### src/hw/rtl/uart_pkg.sv
// ------------------------------------------------------------------------
// uart_pkg
// shared constants and beat types of the 8n1 oversampled uart
// ------------------------------------------------------------------------
`timescale 1ns / 1ps

package uart_pkg;

  localparam int FIFO_DEPTH     = 16;
  localparam int PTR_W          = (FIFO_DEPTH > 1) ? $clog2(FIFO_DEPTH) : 1;
  localparam int CNT_W          = $clog2(FIFO_DEPTH + 1);
  localparam int TICKS_PER_BIT  = 4;
  localparam int PHASE_W        = $clog2(TICKS_PER_BIT);
  localparam int RX_START_PHASE = TICKS_PER_BIT / 2;
  localparam int STOP_BIT       = 9;
  localparam int BIT_CNT_W      = 4;

  typedef struct packed {
    logic       rx_line;
    logic       tx_load;
    logic [7:0] tx_byte;
    logic       rx_pop;
  } tick_in_t;

  typedef struct packed {
    logic       tx_line;
    logic       tx_busy;
    logic       rx_ready;
    logic [7:0] rx_data;
    logic       rx_overrun;
  } tick_out_t;

  typedef struct packed {
    logic line;
    logic busy;
  } tx_status_t;

  typedef struct packed {
    logic       done;
    logic [7:0] data;
  } rx_push_t;

  typedef struct packed {
    logic       ready;
    logic [7:0] head;
    logic       overrun;
  } fifo_status_t;

endpackage

### src/hw/rtl/uart_in_if.sv
// ------------------------------------------------------------------------
// uart_in_if
// valid/ready channel carrying one tick beat into the uart
// ------------------------------------------------------------------------
`timescale 1ns / 1ps

interface uart_in_if;
  logic               valid;
  logic               ready;
  uart_pkg::tick_in_t payload;

  modport source (output valid, output payload, input ready);
  modport sink (input valid, input payload, output ready);
endinterface

### src/hw/rtl/uart_out_if.sv
// ------------------------------------------------------------------------
// uart_out_if
// valid/ready channel carrying one result beat out of the uart
// ------------------------------------------------------------------------
`timescale 1ns / 1ps

interface uart_out_if;
  logic                valid;
  logic                ready;
  uart_pkg::tick_out_t payload;

  modport source (output valid, output payload, input ready);
  modport sink (input valid, input payload, output ready);
endinterface

### src/hw/rtl/uart_tx.sv
// ------------------------------------------------------------------------
// uart_tx
// 8n1 transmitter, one bit every TICKS_PER_BIT ticks
// ------------------------------------------------------------------------
`timescale 1ns / 1ps

module uart_tx (
  input  logic                 clk,
  input  logic                 rst,
  input  logic                 en,
  input  uart_pkg::tick_in_t   tick,
  output uart_pkg::tx_status_t status
);

  logic                           active, active_next;
  logic [uart_pkg::PHASE_W-1:0]   phase, phase_next;
  logic [uart_pkg::BIT_CNT_W-1:0] bit_count, bit_count_next;
  logic [7:0]                     shift, shift_next;
  logic                           level, level_next;

  always_comb begin
    active_next    = active;
    phase_next     = phase;
    bit_count_next = bit_count;
    shift_next     = shift;
    level_next     = level;
    if (active) begin
      if (phase == uart_pkg::PHASE_W'(uart_pkg::TICKS_PER_BIT - 1)) begin
        phase_next = '0;
        if (bit_count == '0) begin
          // start bit
          level_next     = 1'b0;
          bit_count_next = uart_pkg::BIT_CNT_W'(1);
        end else if (bit_count < uart_pkg::BIT_CNT_W'(uart_pkg::STOP_BIT)) begin
          level_next     = shift[0];
          shift_next     = {1'b0, shift[7:1]};
          bit_count_next = bit_count + uart_pkg::BIT_CNT_W'(1);
        end else begin
          // stop bit, character done
          level_next     = 1'b1;
          bit_count_next = '0;
          active_next    = 1'b0;
        end
      end else begin
        phase_next = phase + uart_pkg::PHASE_W'(1);
      end
    end
    // load is taken while idle or on the tick the stop bit starts
    if (tick.tx_load && !active_next) begin
      shift_next     = tick.tx_byte;
      active_next    = 1'b1;
      phase_next     = '0;
      bit_count_next = '0;
    end
  end

  always_ff @(posedge clk) begin
    if (rst) begin
      active    <= 1'b0;
      phase     <= '0;
      bit_count <= '0;
      shift     <= '0;
      level     <= 1'b1;
    end else if (en) begin
      active    <= active_next;
      phase     <= phase_next;
      bit_count <= bit_count_next;
      shift     <= shift_next;
      level     <= level_next;
    end
  end

  assign status.line = level_next;
  assign status.busy = active_next;

endmodule

### src/hw/rtl/uart_rx.sv
// ------------------------------------------------------------------------
// uart_rx
// 8n1 receiver with mid-bit start check
// ------------------------------------------------------------------------
`timescale 1ns / 1ps

module uart_rx (
  input  logic               clk,
  input  logic               rst,
  input  logic               en,
  input  uart_pkg::tick_in_t tick,
  output uart_pkg::rx_push_t push
);

  logic                           active, active_next;
  logic [uart_pkg::PHASE_W-1:0]   phase, phase_next;
  logic [uart_pkg::BIT_CNT_W-1:0] bit_count, bit_count_next;
  logic [7:0]                     shift, shift_next;
  logic [2:0]                     bit_idx;
  logic                           done;

  assign bit_idx = 3'(bit_count - uart_pkg::BIT_CNT_W'(1));

  always_comb begin
    active_next    = active;
    phase_next     = phase;
    bit_count_next = bit_count;
    shift_next     = shift;
    done           = 1'b0;
    if (!active) begin
      if (!tick.rx_line) begin
        phase_next     = uart_pkg::PHASE_W'(uart_pkg::RX_START_PHASE);
        active_next    = 1'b1;
        bit_count_next = '0;
      end
    end else if (phase == uart_pkg::PHASE_W'(uart_pkg::TICKS_PER_BIT - 1)) begin
      phase_next = '0;
      if (bit_count == '0) begin
        if (!tick.rx_line) begin
          bit_count_next = uart_pkg::BIT_CNT_W'(1);
          shift_next     = '0;
        end else begin
          // false start
          active_next = 1'b0;
        end
      end else if (bit_count < uart_pkg::BIT_CNT_W'(uart_pkg::STOP_BIT)) begin
        if (tick.rx_line) begin
          shift_next[bit_idx] = 1'b1;
        end
        bit_count_next = bit_count + uart_pkg::BIT_CNT_W'(1);
      end else if (bit_count == uart_pkg::BIT_CNT_W'(uart_pkg::STOP_BIT)) begin
        bit_count_next = bit_count + uart_pkg::BIT_CNT_W'(1);
      end else begin
        active_next = 1'b0;
        done        = 1'b1;
      end
    end else begin
      phase_next = phase + uart_pkg::PHASE_W'(1);
    end
  end

  always_ff @(posedge clk) begin
    if (rst) begin
      active    <= 1'b0;
      phase     <= '0;
      bit_count <= '0;
      shift     <= '0;
    end else if (en) begin
      active    <= active_next;
      phase     <= phase_next;
      bit_count <= bit_count_next;
      shift     <= shift_next;
    end
  end

  assign push.done = done;
  assign push.data = shift;

endmodule

### src/hw/rtl/uart_fifo.sv
// ------------------------------------------------------------------------
// uart_fifo
// receive fifo, pop before push, drops a byte when still full
// ------------------------------------------------------------------------
`timescale 1ns / 1ps

module uart_fifo (
  input  logic                   clk,
  input  logic                   rst,
  input  logic                   en,
  input  logic                   pop,
  input  uart_pkg::rx_push_t     push,
  output uart_pkg::fifo_status_t status
);

  logic [7:0]                 mem [uart_pkg::FIFO_DEPTH];
  logic [7:0]                 head;
  logic [uart_pkg::PTR_W-1:0] wr_ptr, wr_ptr_next;
  logic [uart_pkg::PTR_W-1:0] rd_ptr, rd_ptr_next;
  logic [uart_pkg::CNT_W-1:0] count, count_next;
  logic                       ready;
  logic                       do_pop;
  logic                       do_push;
  logic                       full_after_pop;

  assign ready          = (count != '0);
  assign do_pop         = pop && ready;
  assign full_after_pop = (count == uart_pkg::CNT_W'(uart_pkg::FIFO_DEPTH)) && !do_pop;
  assign do_push        = push.done && !full_after_pop;

  always_comb begin
    rd_ptr_next = rd_ptr;
    wr_ptr_next = wr_ptr;
    count_next  = count;
    if (do_pop) begin
      rd_ptr_next = (rd_ptr == uart_pkg::PTR_W'(uart_pkg::FIFO_DEPTH - 1)) ?
                    '0 : rd_ptr + uart_pkg::PTR_W'(1);
    end
    if (do_push) begin
      wr_ptr_next = (wr_ptr == uart_pkg::PTR_W'(uart_pkg::FIFO_DEPTH - 1)) ?
                    '0 : wr_ptr + uart_pkg::PTR_W'(1);
    end
    case ({do_pop, do_push})
      2'b10:   count_next = count - uart_pkg::CNT_W'(1);
      2'b01:   count_next = count + uart_pkg::CNT_W'(1);
      default: count_next = count;
    endcase
  end

  always_ff @(posedge clk) begin
    if (rst) begin
      wr_ptr <= '0;
      rd_ptr <= '0;
      count  <= '0;
    end else if (en) begin
      wr_ptr <= wr_ptr_next;
      rd_ptr <= rd_ptr_next;
      count  <= count_next;
    end
  end

  // head register follows the next read address, bypassing a write to it
  always_ff @(posedge clk) begin
    if (en) begin
      if (do_push) begin
        mem[wr_ptr] <= push.data;
      end
      if (do_push && (wr_ptr == rd_ptr_next)) begin
        head <= push.data;
      end else begin
        head <= mem[rd_ptr_next];
      end
    end
  end

  assign status.ready   = ready;
  assign status.head    = ready ? head : 8'h00;
  assign status.overrun = push.done && full_after_pop;

endmodule

### src/hw/rtl/uart_8n1_oversampled_txrx.sv
// ------------------------------------------------------------------------
// uart_8n1_oversampled_txrx
// single 8n1 uart port, four oversampling ticks per bit, with rx fifo
// ------------------------------------------------------------------------
//
//   channel   dir  beat fields                                 per beat
//   tick_in   in   rx_line, tx_load, tx_byte, rx_pop           one tick
//   tick_out  out  tx_line, tx_busy, rx_ready, rx_data,        one result
//                  rx_overrun
//
// one tick beat in, one result beat out, one beat per cycle while tick_out is not stalled
// the tick beat is registered at the input; state and result are updated
// together into the result register once the result slot is free
// rst is synchronous; it returns the line to idle high and empties the fifo
// a stalled tick_out holds its beat and the tick register; tick_in takes a
// new beat whenever the tick register is free or moves on the same edge
//
`timescale 1ns / 1ps

module uart_8n1_oversampled_txrx (
  input  logic        clk,
  input  logic        rst,
  uart_in_if.sink     tick_in,
  uart_out_if.source  tick_out
);

  // input register
  logic                   in_valid;
  uart_pkg::tick_in_t     in_tick;

  // result register
  logic                   out_valid;
  uart_pkg::tick_out_t    out_beat;

  logic                   advance;
  uart_pkg::tx_status_t   tx_status;
  uart_pkg::rx_push_t     rx_push;
  uart_pkg::fifo_status_t fifo_status;
  uart_pkg::tick_out_t    result;

  // the tick in the input register is processed once the result slot frees
  assign advance       = in_valid && (!out_valid || tick_out.ready);
  assign tick_in.ready = !in_valid || advance;

  uart_tx u_tx (
    .clk    (clk),
    .rst    (rst),
    .en     (advance),
    .tick   (in_tick),
    .status (tx_status)
  );

  uart_rx u_rx (
    .clk  (clk),
    .rst  (rst),
    .en   (advance),
    .tick (in_tick),
    .push (rx_push)
  );

  // pop acts before the push of the same tick
  uart_fifo u_fifo (
    .clk    (clk),
    .rst    (rst),
    .en     (advance),
    .pop    (in_tick.rx_pop),
    .push   (rx_push),
    .status (fifo_status)
  );

  always_comb begin
    result.tx_line    = tx_status.line;
    result.tx_busy    = tx_status.busy;
    result.rx_ready   = fifo_status.ready;
    result.rx_data    = fifo_status.head;
    result.rx_overrun = fifo_status.overrun;
  end

  // handshake control
  always_ff @(posedge clk) begin
    if (rst) begin
      in_valid  <= 1'b0;
      out_valid <= 1'b0;
    end else begin
      if (tick_in.ready) begin
        in_valid <= tick_in.valid;
      end
      if (advance) begin
        out_valid <= 1'b1;
      end else if (tick_out.ready) begin
        out_valid <= 1'b0;
      end
    end
  end

  // beat payloads
  always_ff @(posedge clk) begin
    if (tick_in.valid && tick_in.ready) begin
      in_tick <= tick_in.payload;
    end
    if (advance) begin
      out_beat <= result;
    end
  end

  assign tick_out.valid   = out_valid;
  assign tick_out.payload = out_beat;

endmodule

### src/flat_wrapper.sv
// flat-port wrapper written by rule: the top's interface ports become plain ports
module uart_8n1_oversampled_txrx_flat 
  (clk, rst, tick_in_valid, tick_in_payload, tick_in_ready, tick_out_valid, tick_out_payload, tick_out_ready);
  uart_in_if tick_in_i ();
  uart_out_if tick_out_i ();
  input  logic clk;
  input  logic rst;
  input wire logic [$bits(tick_in_i.valid)-1:0] tick_in_valid;
  input wire logic [$bits(tick_in_i.payload)-1:0] tick_in_payload;
  output wire logic [$bits(tick_in_i.ready)-1:0] tick_in_ready;
  output wire logic [$bits(tick_out_i.valid)-1:0] tick_out_valid;
  output wire logic [$bits(tick_out_i.payload)-1:0] tick_out_payload;
  input wire logic [$bits(tick_out_i.ready)-1:0] tick_out_ready;
  assign tick_in_i.valid = tick_in_valid;
  assign tick_in_i.payload = tick_in_payload;
  assign tick_in_ready = tick_in_i.ready;
  assign tick_out_valid = tick_out_i.valid;
  assign tick_out_payload = tick_out_i.payload;
  assign tick_out_i.ready = tick_out_ready;
  uart_8n1_oversampled_txrx u_core (.clk(clk), .rst(rst), .tick_in(tick_in_i), .tick_out(tick_out_i));
endmodule
### config.mk
export PLATFORM = sky130hd
export DESIGN_NAME = uart_8n1_oversampled_txrx_flat
export DESIGN_NICKNAME = d
export VERILOG_FILES = /design/src/hw/rtl/uart_pkg.sv /design/src/hw/rtl/uart_in_if.sv /design/src/hw/rtl/uart_out_if.sv /design/src/hw/rtl/uart_tx.sv /design/src/hw/rtl/uart_rx.sv /design/src/hw/rtl/uart_fifo.sv /design/src/hw/rtl/uart_8n1_oversampled_txrx.sv /design/src/flat_wrapper.sv
export SDC_FILE = /design/constraint.sdc
export NUM_CORES = 1
export LEC_CHECK = 0
export BUFFER_PORTS_ARGS = -buffer_cell sky130_fd_sc_hd__buf_4
export CAP_MARGIN = 20
export CORE_ASPECT_RATIO = 0.7
export CORE_MARGIN = 4
export CORE_UTILIZATION = 30
export DETAILED_ROUTE_END_ITERATION = 7
export SETUP_SLACK_MARGIN = 0.02
export SLEW_MARGIN = 40
export SYNTH_ARGS = -nofsm -noshare
export SYNTH_HDL_FRONTEND = slang
export SYNTH_SLANG_ARGS = --single-unit
### constraint.sdc
create_clock -name clk -period 7 [get_ports clk]
set_clock_uncertainty 0.05 [all_clocks]
set_input_delay 1.05 -clock clk [delete_from_list [all_inputs] [get_ports clk]]
set_output_delay 1.05 -clock clk [all_outputs]
set_load 0.005 [all_outputs]
## Yosys cells after proc, flatten, opt, wreduce, memory -nomap -nowiden

Memory sizes are Yosys's and may differ from the RTL's. A register that Yosys moved wholly into a read port is not among the register bits.
Cells that the tools add are included.

- Divide/modulo/power cells: 0
- Reduce and logical (&&, ||, !) cells: 33
- Add/subtract/negate cells: 9
- Bitwise logic cells: 1
- Multiply operators: 0
- Magnitude comparators: 4
- Shifts and indexed selects: 0
- Equal/unequal tests: 14
- Muxes and demuxes: 58

Operators with widths:

| kind | count |
|---|---|
| 8-bit 2-to-1 mux | 9 |
| 4-bit 2-to-1 mux | 15 |
| 1-bit 2-to-1 mux | 26 |
| 4-bit by 1-bit adder with 4-bit output (second input constant) | 4 |
| 2-bit nonzero test | 7 |
| 4-bit == test (second input constant) | 3 |
| 2-bit 2-to-1 mux | 6 |
| 5-bit one-hot mux with 2 select lines | 1 |
| 5-bit AND reduction | 2 |
| 1-bit logical AND | 8 |
| 4-bit logical NOT | 2 |
| 4-bit < comparator (second input constant) | 2 |
| 8-bit OR | 1 |
| 2-bit AND reduction | 4 |
| 2-bit == test (second input constant) | 3 |
| 6-bit AND reduction | 1 |
| 5-bit by 1-bit adder with 5-bit output (second input constant) | 1 |
| 5-bit == test (second input constant) | 1 |
| 1-bit logical NOT | 5 |
| 5-bit nonzero test | 1 |
| 5-bit by 1-bit subtractor with 5-bit output (second input constant) | 1 |
| 2-bit by 1-bit adder with 2-bit output (second input constant) | 2 |
| 3-bit by 4-bit < comparator with 1-bit output (second input constant) | 1 |
| 2-bit by 1-bit inequality test with 1-bit output (second input constant) | 2 |
| other kinds (9) | 11 |

- Bits of input ports: 15
- Memory bits (writable): 128
- Logic and storage cells: 143
- Flip-flop bits (word level): 69
- Memories kept: 1
- Latch bits: 0
- Memory bits (read-only): 0
- Output and inout port bits: 14

Memories:

| memory | words | bits a word | rd ports | clocked after Yosys merged registers in | wr ports | line | RTL |
|---|---|---|---|---|---|---|---|
| u_core.u_fifo.mem | 16 | 8 | 1 | 1 | 1 | uart_fifo.sv:16 | `logic [7:0] mem [uart_pkg::FIFO_DEPTH];` |

## Logic depth before layout (Yosys ltp)

Gate-level depths: netlist of run 1.

- Word-level depth: 10
- Mapped depth: 15
- Depth with buffers taken out: 14

## Modules after synthesis

From an unflattened synthesis of run 1, not the netlist that was laid out.

- Cells, all modules: 741
- Area, all modules: 9312.7 um2

Modules (own cells, without submodules):

| module | instances | area each (um2) | cells an instance |
|---|---|---|---|
| uart_fifo | 1 | 6620.1 | 495 |
| uart_tx | 1 | 1012.2 | 117 |
| uart_rx | 1 | 885.8 | 96 |
| uart_8n1_oversampled_txrx | 1 | 794.5 | 33 |

## Least setup slack after synthesis of run 1

OpenSTA, ideal clock, no wires.

- Kind: reg-to-reg
- Start point: register u_core.u_fifo.count[0] (netlist name)
- End point: register u_core.u_fifo.count[4] (netlist name)
- Buffers on the path: 2
- Data arrival time: 2.977 ns
- Slack: 3.845 ns
- Period minus slack after synthesis: 3.155 ns
- Library setup time: 0.128 ns
- Cell stages (with the launch flop): 16
- Path through: dfxtp_1 > or4_1 > buf_6 > nor2_4 > nor2_1 > clkinv_1 > buf_1 > ha_1 > inv_1 > ha_1 > a21o_1 > a21oi_1 > xnor2_1 > nand2_1 > xnor2_1 > nor2_1

- Longest elaborated chain between the ends: 9
- Elaborated cells between the ends (all ways): 14
- Those cells by class: add/sub (2); eq/ne (3); mux (1); reduce/logical (8)

RTL lines:

| item | line | RTL |
|---|---|---|
| from (decl) | uart_fifo.sv:20 | `logic [uart_pkg::CNT_W-1:0] count, count_next;` |
| from (signal assigned) | uart_fifo.sv:58 | `count <= count_next;` |
| 5-bit nonzero test | uart_fifo.sv:26 | `assign ready = (count != '0);` |
| 1-bit logical AND | uart_fifo.sv:27 | `assign do_pop = pop && ready;` |
| 1-bit logical NOT | uart_fifo.sv:28 | `assign full_after_pop = (count == uart_pkg::CNT_W'(uart_pkg::FIFO_DEPTH)) && !do_pop;` |
| 1-bit logical AND | uart_fifo.sv:28 |  |
| 1-bit logical NOT | uart_fifo.sv:29 | `assign do_push = push.done && !full_after_pop;` |
| 1-bit logical AND | uart_fifo.sv:29 |  |
| 2-bit by 1-bit == test with 1-bit output / 2-bit == test (equally long branches) | uart_fifo.sv:43 | `case ({do_pop, do_push})` |
| 2-bit nonzero test (no source line) | - |  |
| 2-bit AND reduction (no source line) | - |  |

Several ways; a longest one is shown, not always the timed one.
A chain may end at the register's enable or synchronous reset.

## Final worst setup path of run 1

- Start point: register u_core.u_fifo.count[0] (netlist name)
- End point: register u_core.u_fifo.head[6], read port of u_core.u_fifo.mem (data pin)

- Longest elaborated chain between the ends: 3

RTL lines:

| item | line | RTL |
|---|---|---|
| 5-bit nonzero test | uart_fifo.sv:26 |  |
| 1-bit logical AND | uart_fifo.sv:27 |  |
| 4-bit 2-to-1 mux | uart_fifo.sv:35 | `if (do_pop) begin` |
| to (decl) | uart_fifo.sv:17 | `logic [7:0] head;` |

No other way between the ends.

==> impl_metrics.ini, run 1 <==
[sta]
fmax_ghz = 0.269
relSlewSlack_pct = 44.3
worstMarginPinSlew_ns = 0.835
setup_tns_ns = 0
finalCritPeriodShare_pct = 53.1
grt_setup_unrepaired = no
hold_violations = 0
fin_crit_ns = 3.71
setup_viol = 0
drv_slew = 0

[setup_path]
cp_cell_sequence = nor4_4 -> a211o_2 -> nand2_1 -> xnor2_1 -> or4_1 -> mux2_4
worstPathRequired_ns = 7.21
crit_fanout = 27
path_class = reg -> reg
crit_start = u_core.u_fifo.count[0]
critPathSlowestCell = or4_1
regToRegStartpoint = u_core.u_fifo.count[0]
crit_arrival_ns = 3.92
cp_slowest_stage_delay_ns = 0.74
cp-start-kind = flop
endpoint_kind = flop

[route]
drt-wirelength-per-cell_um = 18.2
ant_nets = 0
dr.pass1.iters = 5
drc = 0
wl_um = 21600
routed_via_density = 5.01
vias = 5933
drtIter0Drc = 602

[power_and_ir_drop]
vdd_drop_max_mv = 0.115
power_density_mw_per_mm2 = 247
finalPower_mw = 2.58
p_leak_nw = 3.42

[clock_network]
cts_buffers = 20
path_clk_slew_ns = 0.07
cts.sinks = 205
post_cts_buffers = 0
clock_latency_ns = 0.51
htreeDepth = 1
ctsResizeCount = 0
cts_buffer_depth = 3
clock-root-buffer = clkbuf_16
holdBufCountCts = 0
cts_tree = built

[grt]
gr-usage-all-layers_pct = 12.8
antenna_found_initial = 0
grt_max_degree = 44
grt_pass1_vias = 5629
grt_overflow = 0
grt_pass1_wl_um = 33600

[cells_and_area]
n_fill_cell = 2958
final_cell_mix = 159 x edfxtp_1, 64 x nor2_1, 56 x nand2_1, 46 x a21oi_1, 41 x dfxtp_1
final_common_cell = edfxtp_1
nNetsFinal = 792
syn_to_final_growth_pct = 14.6
final_layout_size_suffix_gt1_share_pct = 12.8
n_antenna_cell = 0

[floorplanning]
start_util_pct = 30.4
ios = 29
dieArea_mm2 = 0.0332
coreArea_mm2 = 0.0300
row_count = 53
die_w_um = 216
dieHeight_um = 154

[synth]
syn_nets = 780
netlist_area_mm2 = 0.00910
ys_warn_count = 0
syn_avg_cell_area_um2 = 12.2
async_flop_share_pct = 0
synth-seq-cells = 205
ys_types = 61
synth_ff_type = edfxtp_1
syn_inst = 747
ys_seq_area_share_pct = 62.6
synth_edf_count = 159

[worst_hold_path]
hold_start = u_core.u_tx.phase[1]
min_path_type = reg -> reg

[place]
hpwlAfterDp_um = 14300
gp_congestion = 0.863
io_buffers = 28

[run_status]
status = finished clean

[run]
cap_viol_max_count = 0
synth_stat cells, types with 3 or more instances:
master	n	area, µm²
nor2b_1	13	81.3
nand3b_1	3	22.5
and2_1	4	25.0
a31oi_1	15	93.8
nand3_1	19	95.1
inv_1	21	78.8
and3_1	3	18.8
xor2_1	4	35.0
nand4_1	3	18.8
dfxtp_1	46	921
o211ai_1	16	120
a211oi_1	14	105
a32oi_1	3	26.3
o21ai_0	20	100
o22ai_1	7	43.8
a211o_1	9	78.8
and4b_1	7	70.1
a21oi_1	48	240
a311oi_1	9	78.8
buf_2	10	50.1
nor3_1	11	55.1
ha_1	17	213
edfxtp_1	159	4770
a21o_1	11	82.6
or4_1	3	22.5
clkbuf_1	25	93.8
xnor2_1	14	123
o2bb2ai_1	15	131
buf_1	4	15.0
a22oi_1	9	67.6
mux2i_1	28	280
mux2_2	8	90.1
nor2_1	69	259
nand2_1	57	214
nand2b_1	12	75.1
sequential cells by signal, indices dropped and copies added (netlist names):
signal,cells
u_core.u_fifo.mem,128
u_core.tick_out.payload,12
u_core.in_tick,11
u_core.u_fifo.head,8
u_core.u_rx.shift,8
u_core.u_tx.shift,8
u_core.u_fifo.count,5
u_core.u_fifo.rd_ptr,4
u_core.u_fifo.wr_ptr,4
u_core.u_rx.bit_count,4
u_core.u_tx.bit_count,4
u_core.u_rx.phase,2
u_core.u_tx.phase,2
u_core.in_valid,1
u_core.tick_out.valid,1
u_core.u_rx.active,1
u_core.u_tx.active,1
u_core.u_tx.level,1
through the flow:
step	worst slack, ns	instance area (µm²)	hold slack (ns)	std cells	utilization (%)
4_1_cts	3.07	10400	0.414	1184	34.7
2_1_floorplan	3.84	9100	0.384	747	-
6_report	3.29	10400	0.414	1185	34.8
5_1_grt	3.05	10400	0.430	1185	34.8
3_5_place_dp	3.08	9730	0.406	1148	32.4
3_3_place_gp	2.76	9670	0.395	1148	32.3
cells by family after synthesis:
kind of cell,after synthesis,synth area share [%]
fa+ha+maj,18,2.56
mux,37,4.23
xor+xnor,18,1.73
compound gates,196,14.9
flops,205,62.6
buf+inv,65,3.02
simple gates,208,11.0
layout make-up:
class | instances | area, µm² | area share [%]
multi-input cells | 477 | 3200 | 30.7
flip-flops and latches | 205 | 5700 | 54.7
inverters | 23 | 86.3 | 0.828
clock inverters | 13 | 143 | 1.37
repair buffers | 32 | 238 | 2.28
well taps | 412 | 515 | 4.94
clock buffers | 23 | 543 | 5.21
critical path: cells and delay by family, from the launching register on:
family,cells,cell delay (ns)
simple gates,3,1.83
flops,1,0.38
xor+xnor,1,0.24
mux,1,0.38
compound gates,1,0.59
worst paths after layout:
kind | slack [ns] | to | cells after the start
hold reg to reg | 0.41 | u_core.u_tx.phase[1] | 2
hold / removal | 0.41 | u_core.u_tx.phase[1] | 2
setup / recovery | 3.29 | u_core.u_fifo.head[6] | 6
setup reg to reg | 3.29 | u_core.u_fifo.head[6] | 6
per-layer routing:
layer	share of wire, %	up-vias	track usage [%]
met5	0	-	0
met4	1.7	0	2.47
met3	6.9	34	3.04
met2	39	174	17.2
met1	52	2869	20.6
li1	-	2856	-
power breakdown:
part	internal, mW	switching (mW)
sequential	1.31	0.0134
clock	0.670	0.463
combinational	0.0463	0.0745
Power figures use the tool's default switching activity.
==> inputs of run 2 (changes only) <==
- clock period: 7 -> 3.8 ns (I/O delays scaled with it)
==> run 2 against run 1 <==
Against the previous run:
- clock-buffer cell count is 2 higher
- sequential cell count stayed put
- largest power group unchanged
- critical endpoint is now u_core.u_fifo.head[0]
- setup slack lost 2.9 ns
- critical path type unchanged
- total power grew 77%
- routed wire length increased by 2.6%
- highest routed layer unchanged
==> impl_metrics.ini, run 2 (synthesis gave the netlist of run 1 again) <==
[setup_path]
crit_arrival_ns = 3.55
endpoint_kind = flop
worstPathRequired_ns = 3.97
path_class = reg -> reg
crit_fanout = 10
cp-start-kind = flop

[sta]
drv_slew = 0
fmax_ghz = 0.296
finalCritPeriodShare_pct = 88.9
setup_viol = 0
hold_violations = 0
worstMarginPinSlew_ns = 0.776
grt_setup_unrepaired = no
fin_crit_ns = 3.38
setup_tns_ns = 0
fin_ws_ns = 0.422
relSlewSlack_pct = 47.9

[clock_network]
ctsResizeCount = 0
cts_buffer_depth = 3
cts_buffers = 20
post_cts_buffers = 0
cts.sinks = 205
holdBufCountCts = 0
clock_latency_ns = 0.50
htreeDepth = 1
cts_tree = built
path_clk_slew_ns = 0.06
clock-root-buffer = clkbuf_16

[cells_and_area]
final_cell_mix = 159 x edfxtp_1, 69 x nor2_1, 57 x buf_4, 56 x nand2_1, 47 x a21oi_1
n_antenna_cell = 0
largest_reg_flops = 128
syn_to_final_growth_pct = 15.4
nNetsFinal = 819
final_common_cell = edfxtp_1
final_layout_size_suffix_gt1_share_pct = 13.7
postLayoutCoreUtil_pct = 35.0
regMostFlops = u_core.u_fifo.mem

[power_and_ir_drop]
p_sw_uw = 975
switching_share_pct = 21.4
comb_power_share_pct = 5.1
p_seq_share_pct = 53.5
internal-power_mw = 3.58
power_density_mw_per_mm2 = 434
p_clk_share_pct = 41.4
p_leak_nw = 3.51
vdd_drop_max_mv = 0.256

[place]
io_buffers = 28
place_ws_ns = 0.232
gp_congestion = 0.851
hpwlAfterDp_um = 15000

[route]
drtIter0Drc = 636
drc = 0
wirelength_met1_um = 11600
dr_wl_met2_um = 8700
wl_um = 22200
dr.pass1.iters = 5
vias = 6115
ant_nets = 0
top_layer_used = met4
routed_via_density = 5.06
route.met3.wl_um = 1550
drt-wirelength-per-cell_um = 18.4

[floorplanning]
ios = 29
dieHeight_um = 154
coreArea_mm2 = 0.0300
die_w_um = 216
row_count = 53
dieArea_mm2 = 0.0332
start_util_pct = 30.4

[grt]
gr-usage-all-layers_pct = 13.1
grt_max_degree = 58
grt_overflow = 0
antenna_found_initial = 0
grt_pass1_vias = 5778
grt_pass1_wl_um = 34500

[run]
cap_viol_max_count = 0

[worst_hold_path]
min_path_type = in -> reg

[run_status]
status = finished clean
run 2: cell count changes in the layout (fill, tap and decap cells not counted), sizes merged:
cell | before | now
clkbuf | 23 | 25
inv | 23 | 21
bufinv | 3 | 1
buf | 32 | 59
clkinv | 10 | 9
run 2: path summary, 6_finish.rpt:
check | start | endpoint | slack [ns] | cells after the start
hold / removal | tick_in_payload[0] | u_core.in_tick[0] | 0.20 | 1
setup / recovery | u_core.u_fifo.count[0] | u_core.u_fifo.head[0] | 0.42 | 11
hold reg to reg | u_core.u_rx.phase[1] | u_core.u_rx.phase[1] | 0.41 | 2
setup reg to reg | u_core.u_fifo.count[0] | u_core.u_fifo.head[0] | 0.42 | 11
run 2: per-stage QoR:
stage / std cells / hold WS (ns) / total power [mW] / area [µm²]
floorplan: 747 / 0.384 / 2.64 / 9100
global placement: 1175 / 0.394 / 2.72 / 9880
detailed placement: 1175 / 0.404 / 2.72 / 9880
CTS: 1208 / 0.180 / 4.60 / 10500
global route: 1209 / 0.182 / 4.73 / 10500
finish: 1209 / 0.196 / 4.55 / 10500
run 2: layer usage:
layer | GRT usage (%) | vias up
met1 | 21.7 | 2987
li1 | - | 2892
met2 | 17.4 | 208
met3 | 2.92 | 28
met5 | 0 | -
met4 | 2.38 | 0
run 2: area by class of cell:
type | count | area, µm²
Multi-Input combinational cell | 477 | 3140
Timing Repair Buffer | 59 | 453
Fill cell | 2949 | 19500
Clock inverter | 8 | 61.3
Clock buffer | 25 | 541
Sequential cell | 205 | 5700
Inverter | 23 | 86.3
Tap cell | 412 | 515
run 2: power groups by stage:
stage / Sequential (mW) / Combinational, mW / Clock (mW)
floorplan: 2.48 / 0.161 / 0
global placement: 2.49 / 0.230 / 0
detailed placement: 2.49 / 0.230 / 0
CTS: 2.44 / 0.231 / 1.93
global route: 2.44 / 0.255 / 2.03
finish: 2.44 / 0.231 / 1.88
run 2: worst max-delay path, stage by stage (launching register included):
cell and delay [ns]:
dfxtp_1 0.36, or4_1 0.74, nor2_4 0.28, nor2_1 0.10, clkinv_1 0.21, buf_4 0.21
nor2_1 0.05, a32oi_1 0.32, buf_2 0.27, o22ai_1 0.13, and4b_1 0.29, a21oi_1 0.08
==> inputs of run 3 (changes only) <==
- CELL_PAD_IN_SITES_DETAIL_PLACEMENT: not set -> 1
- CELL_PAD_IN_SITES_GLOBAL_PLACEMENT: not set -> 1
- PLACE_DENSITY_LB_ADDON: not set -> 0.1
==> run 3 against run 2 <==
Against the previous run:
- combinational power is 5% higher
- largest power group unchanged
- core utilization is 0.79 points higher
- total power is 12% higher
- die area stayed put
- via count is 1.4% higher
- hold slack worse by 0.018 ns
- routed wire length is 19% higher
- non-clock buffer count is 2 higher
- critical path depth is 1 lower
- global-route usage is 2.8 points higher
- register-to-register slack hardly changed
- sequential cell count stayed put
- largest cell class unchanged
==> impl_metrics.ini, run 3 (synthesis gave the netlist of run 1 again) <==
[grt]
grt_max_degree = 42
antenna_found_initial = 0
grt_overflow = 0
gr-usage-all-layers_pct = 15.9
grt_pass1_vias = 6483
grt_pass1_wl_um = 40900

[floorplanning]
row_count = 53
dieHeight_um = 154
dieArea_mm2 = 0.0332
ios = 29
die_w_um = 216
start_util_pct = 30.4
coreArea_mm2 = 0.0300

[cells_and_area]
nNetsFinal = 824
final_layout_size_suffix_gt1_share_pct = 15.4
regMostFlops = u_core.u_fifo.mem
syn_to_final_growth_pct = 18.0
final_common_cell = edfxtp_1
final_cell_mix = 159 x edfxtp_1, 69 x nor2_1, 59 x buf_4, 56 x nand2_1, 47 x a21oi_1
largest_reg_flops = 128

[sta]
drv_slew = 0
relSlewSlack_pct = 45.6
holdWs_ns = 0.178
setup_tns_ns = 0
finalCritPeriodShare_pct = 88.5
fin_ws_ns = 0.435
grt_setup_unrepaired = no
setup_viol = 0
worstMarginPinSlew_ns = 0.816
hold_violations = 0
fin_crit_ns = 3.36
fmax_ghz = 0.297

[setup_path]
reg2reg_depth = 10
rrSetupSlack_ns = 0.44
crit_start = u_core.u_fifo.count[0]
endpoint_kind = flop
crit_arrival_ns = 3.63
path_class = reg -> reg
worstPathRequired_ns = 4.07
regToRegStartpoint = u_core.u_fifo.count[0]
r2r-end = u_core.u_fifo.head[0]
critPathCapture = u_core.u_fifo.head[0]
cp-start-kind = flop
crit_fanout = 13

[clock_network]
cts_tree = built
path_clk_slew_ns = 0.07
ctsResizeCount = 0
htreeDepth = 1
clock-root-buffer = clkbuf_16
post_cts_buffers = 0
cts_buffers = 23
clock_latency_ns = 0.52
holdBufCountCts = 0
cts_buffer_depth = 3
cts.sinks = 205

[run]
cap_viol_max_count = 0

[power_and_ir_drop]
p_sw_mw = 1.12
comb_power_share_pct = 4.7
p_clk_share_pct = 47.6
power_density_mw_per_mm2 = 477
p_leak_nw = 3.62
internal-power_mw = 4.01
switching_share_pct = 21.8
vdd_drop_max_mv = 0.275
p_seq_share_pct = 47.7

[place]
io_buffers = 28
gp_congestion = 0.841
hpwlAfterDp_um = 18200
place_ws_ns = 0.125

[worst_hold_path]
worstHoldPathCells = 1
min_path_type = in -> reg

[route]
wl_um = 26400
drc = 0
dr.pass1.iters = 5
routed_via_density = 5.08
vias = 6200
ant_nets = 0
drtIter0Drc = 551
drt-wirelength-per-cell_um = 21.7

[run_status]
status = finished clean
run 3: cell count changes in the layout (fill, tap and decap cells not counted), sizes merged:
cell      previous run  this run
buf                 59        61
clkbuf              25        27
inv                 21        22
clkinvlp             0         2
diode                0         2
clkinv               9         8
bufinv               1         5
run 3: per-stage QoR:
stage	power (mW)	instances	instance area, µm²	util (%)
6_report	5.12	1221	10700	35.8
5_1_grt	5.31	1219	10700	35.8
4_1_cts	5.19	1218	10700	35.8
3_5_place_dp	2.73	1177	9900	33.0
3_3_place_gp	2.73	1177	9900	33.0
2_1_floorplan	2.64	747	9100	-
run 3: routing by layer:
metal | vias up | part of all wire [%] | GRT usage, %
met5 | - | 0 | 0
met1 | 3141 | 53 | 25.6
met4 | 0 | 1.6 | 3.23
li1 | 2923 | - | -
met3 | 31 | 4.7 | 2.84
met2 | 105 | 41 | 22.2
run 3: cell type report:
type | instances | area [µm²]
Antenna cell | 2 | 5.00
Inverter | 23 | 86.3
Clock inverter | 14 | 209
Timing Repair Buffer | 61 | 468
Multi-Input combinational cell | 477 | 3140
Clock buffer | 27 | 611
Fill cell | 3237 | 19200
Tap cell | 412 | 515
Sequential cell | 205 | 5700
run 3: how the worst min path moves through the flow:
stage / slack [ns] / end / from
detailed placement: 0.41 / u_core.u_rx.phase[1] / u_core.u_rx.phase[1]
floorplan: 0.38 / u_core.u_rx.phase[1] / u_core.u_rx.phase[1]
finish: 0.18 / u_core.in_tick[1] / tick_in_payload[1]
global placement: 0.39 / u_core.u_tx.phase[1] / u_core.u_tx.phase[1]
CTS: 0.15 / u_core.in_tick[1] / tick_in_payload[1]
global route: 0.16 / u_core.in_tick[8] / tick_in_payload[8]
run 3: power groups by stage:
stage	Clock [mW]	Combinational [mW]	Sequential [mW]
final	2.44	0.243	2.44
after detailed placement	0	0.243	2.49
after global placement	0	0.237	2.49
after global routing	2.60	0.268	2.44
after floorplan	0	0.161	2.48
after CTS	2.51	0.245	2.44
run 3: critical path, cell delays in order, from the launching register on:
cell and delay [ns]:
dfxtp_1 0.42, or4_1 0.38, nor2_4 0.12, nor2_1 0.16, clkinv_1 0.15, buf_4 0.22, a32oi_1 0.58, o21ai_0 0.24
a211o_1 0.34, and4b_1 0.22, a21oi_1 0.28
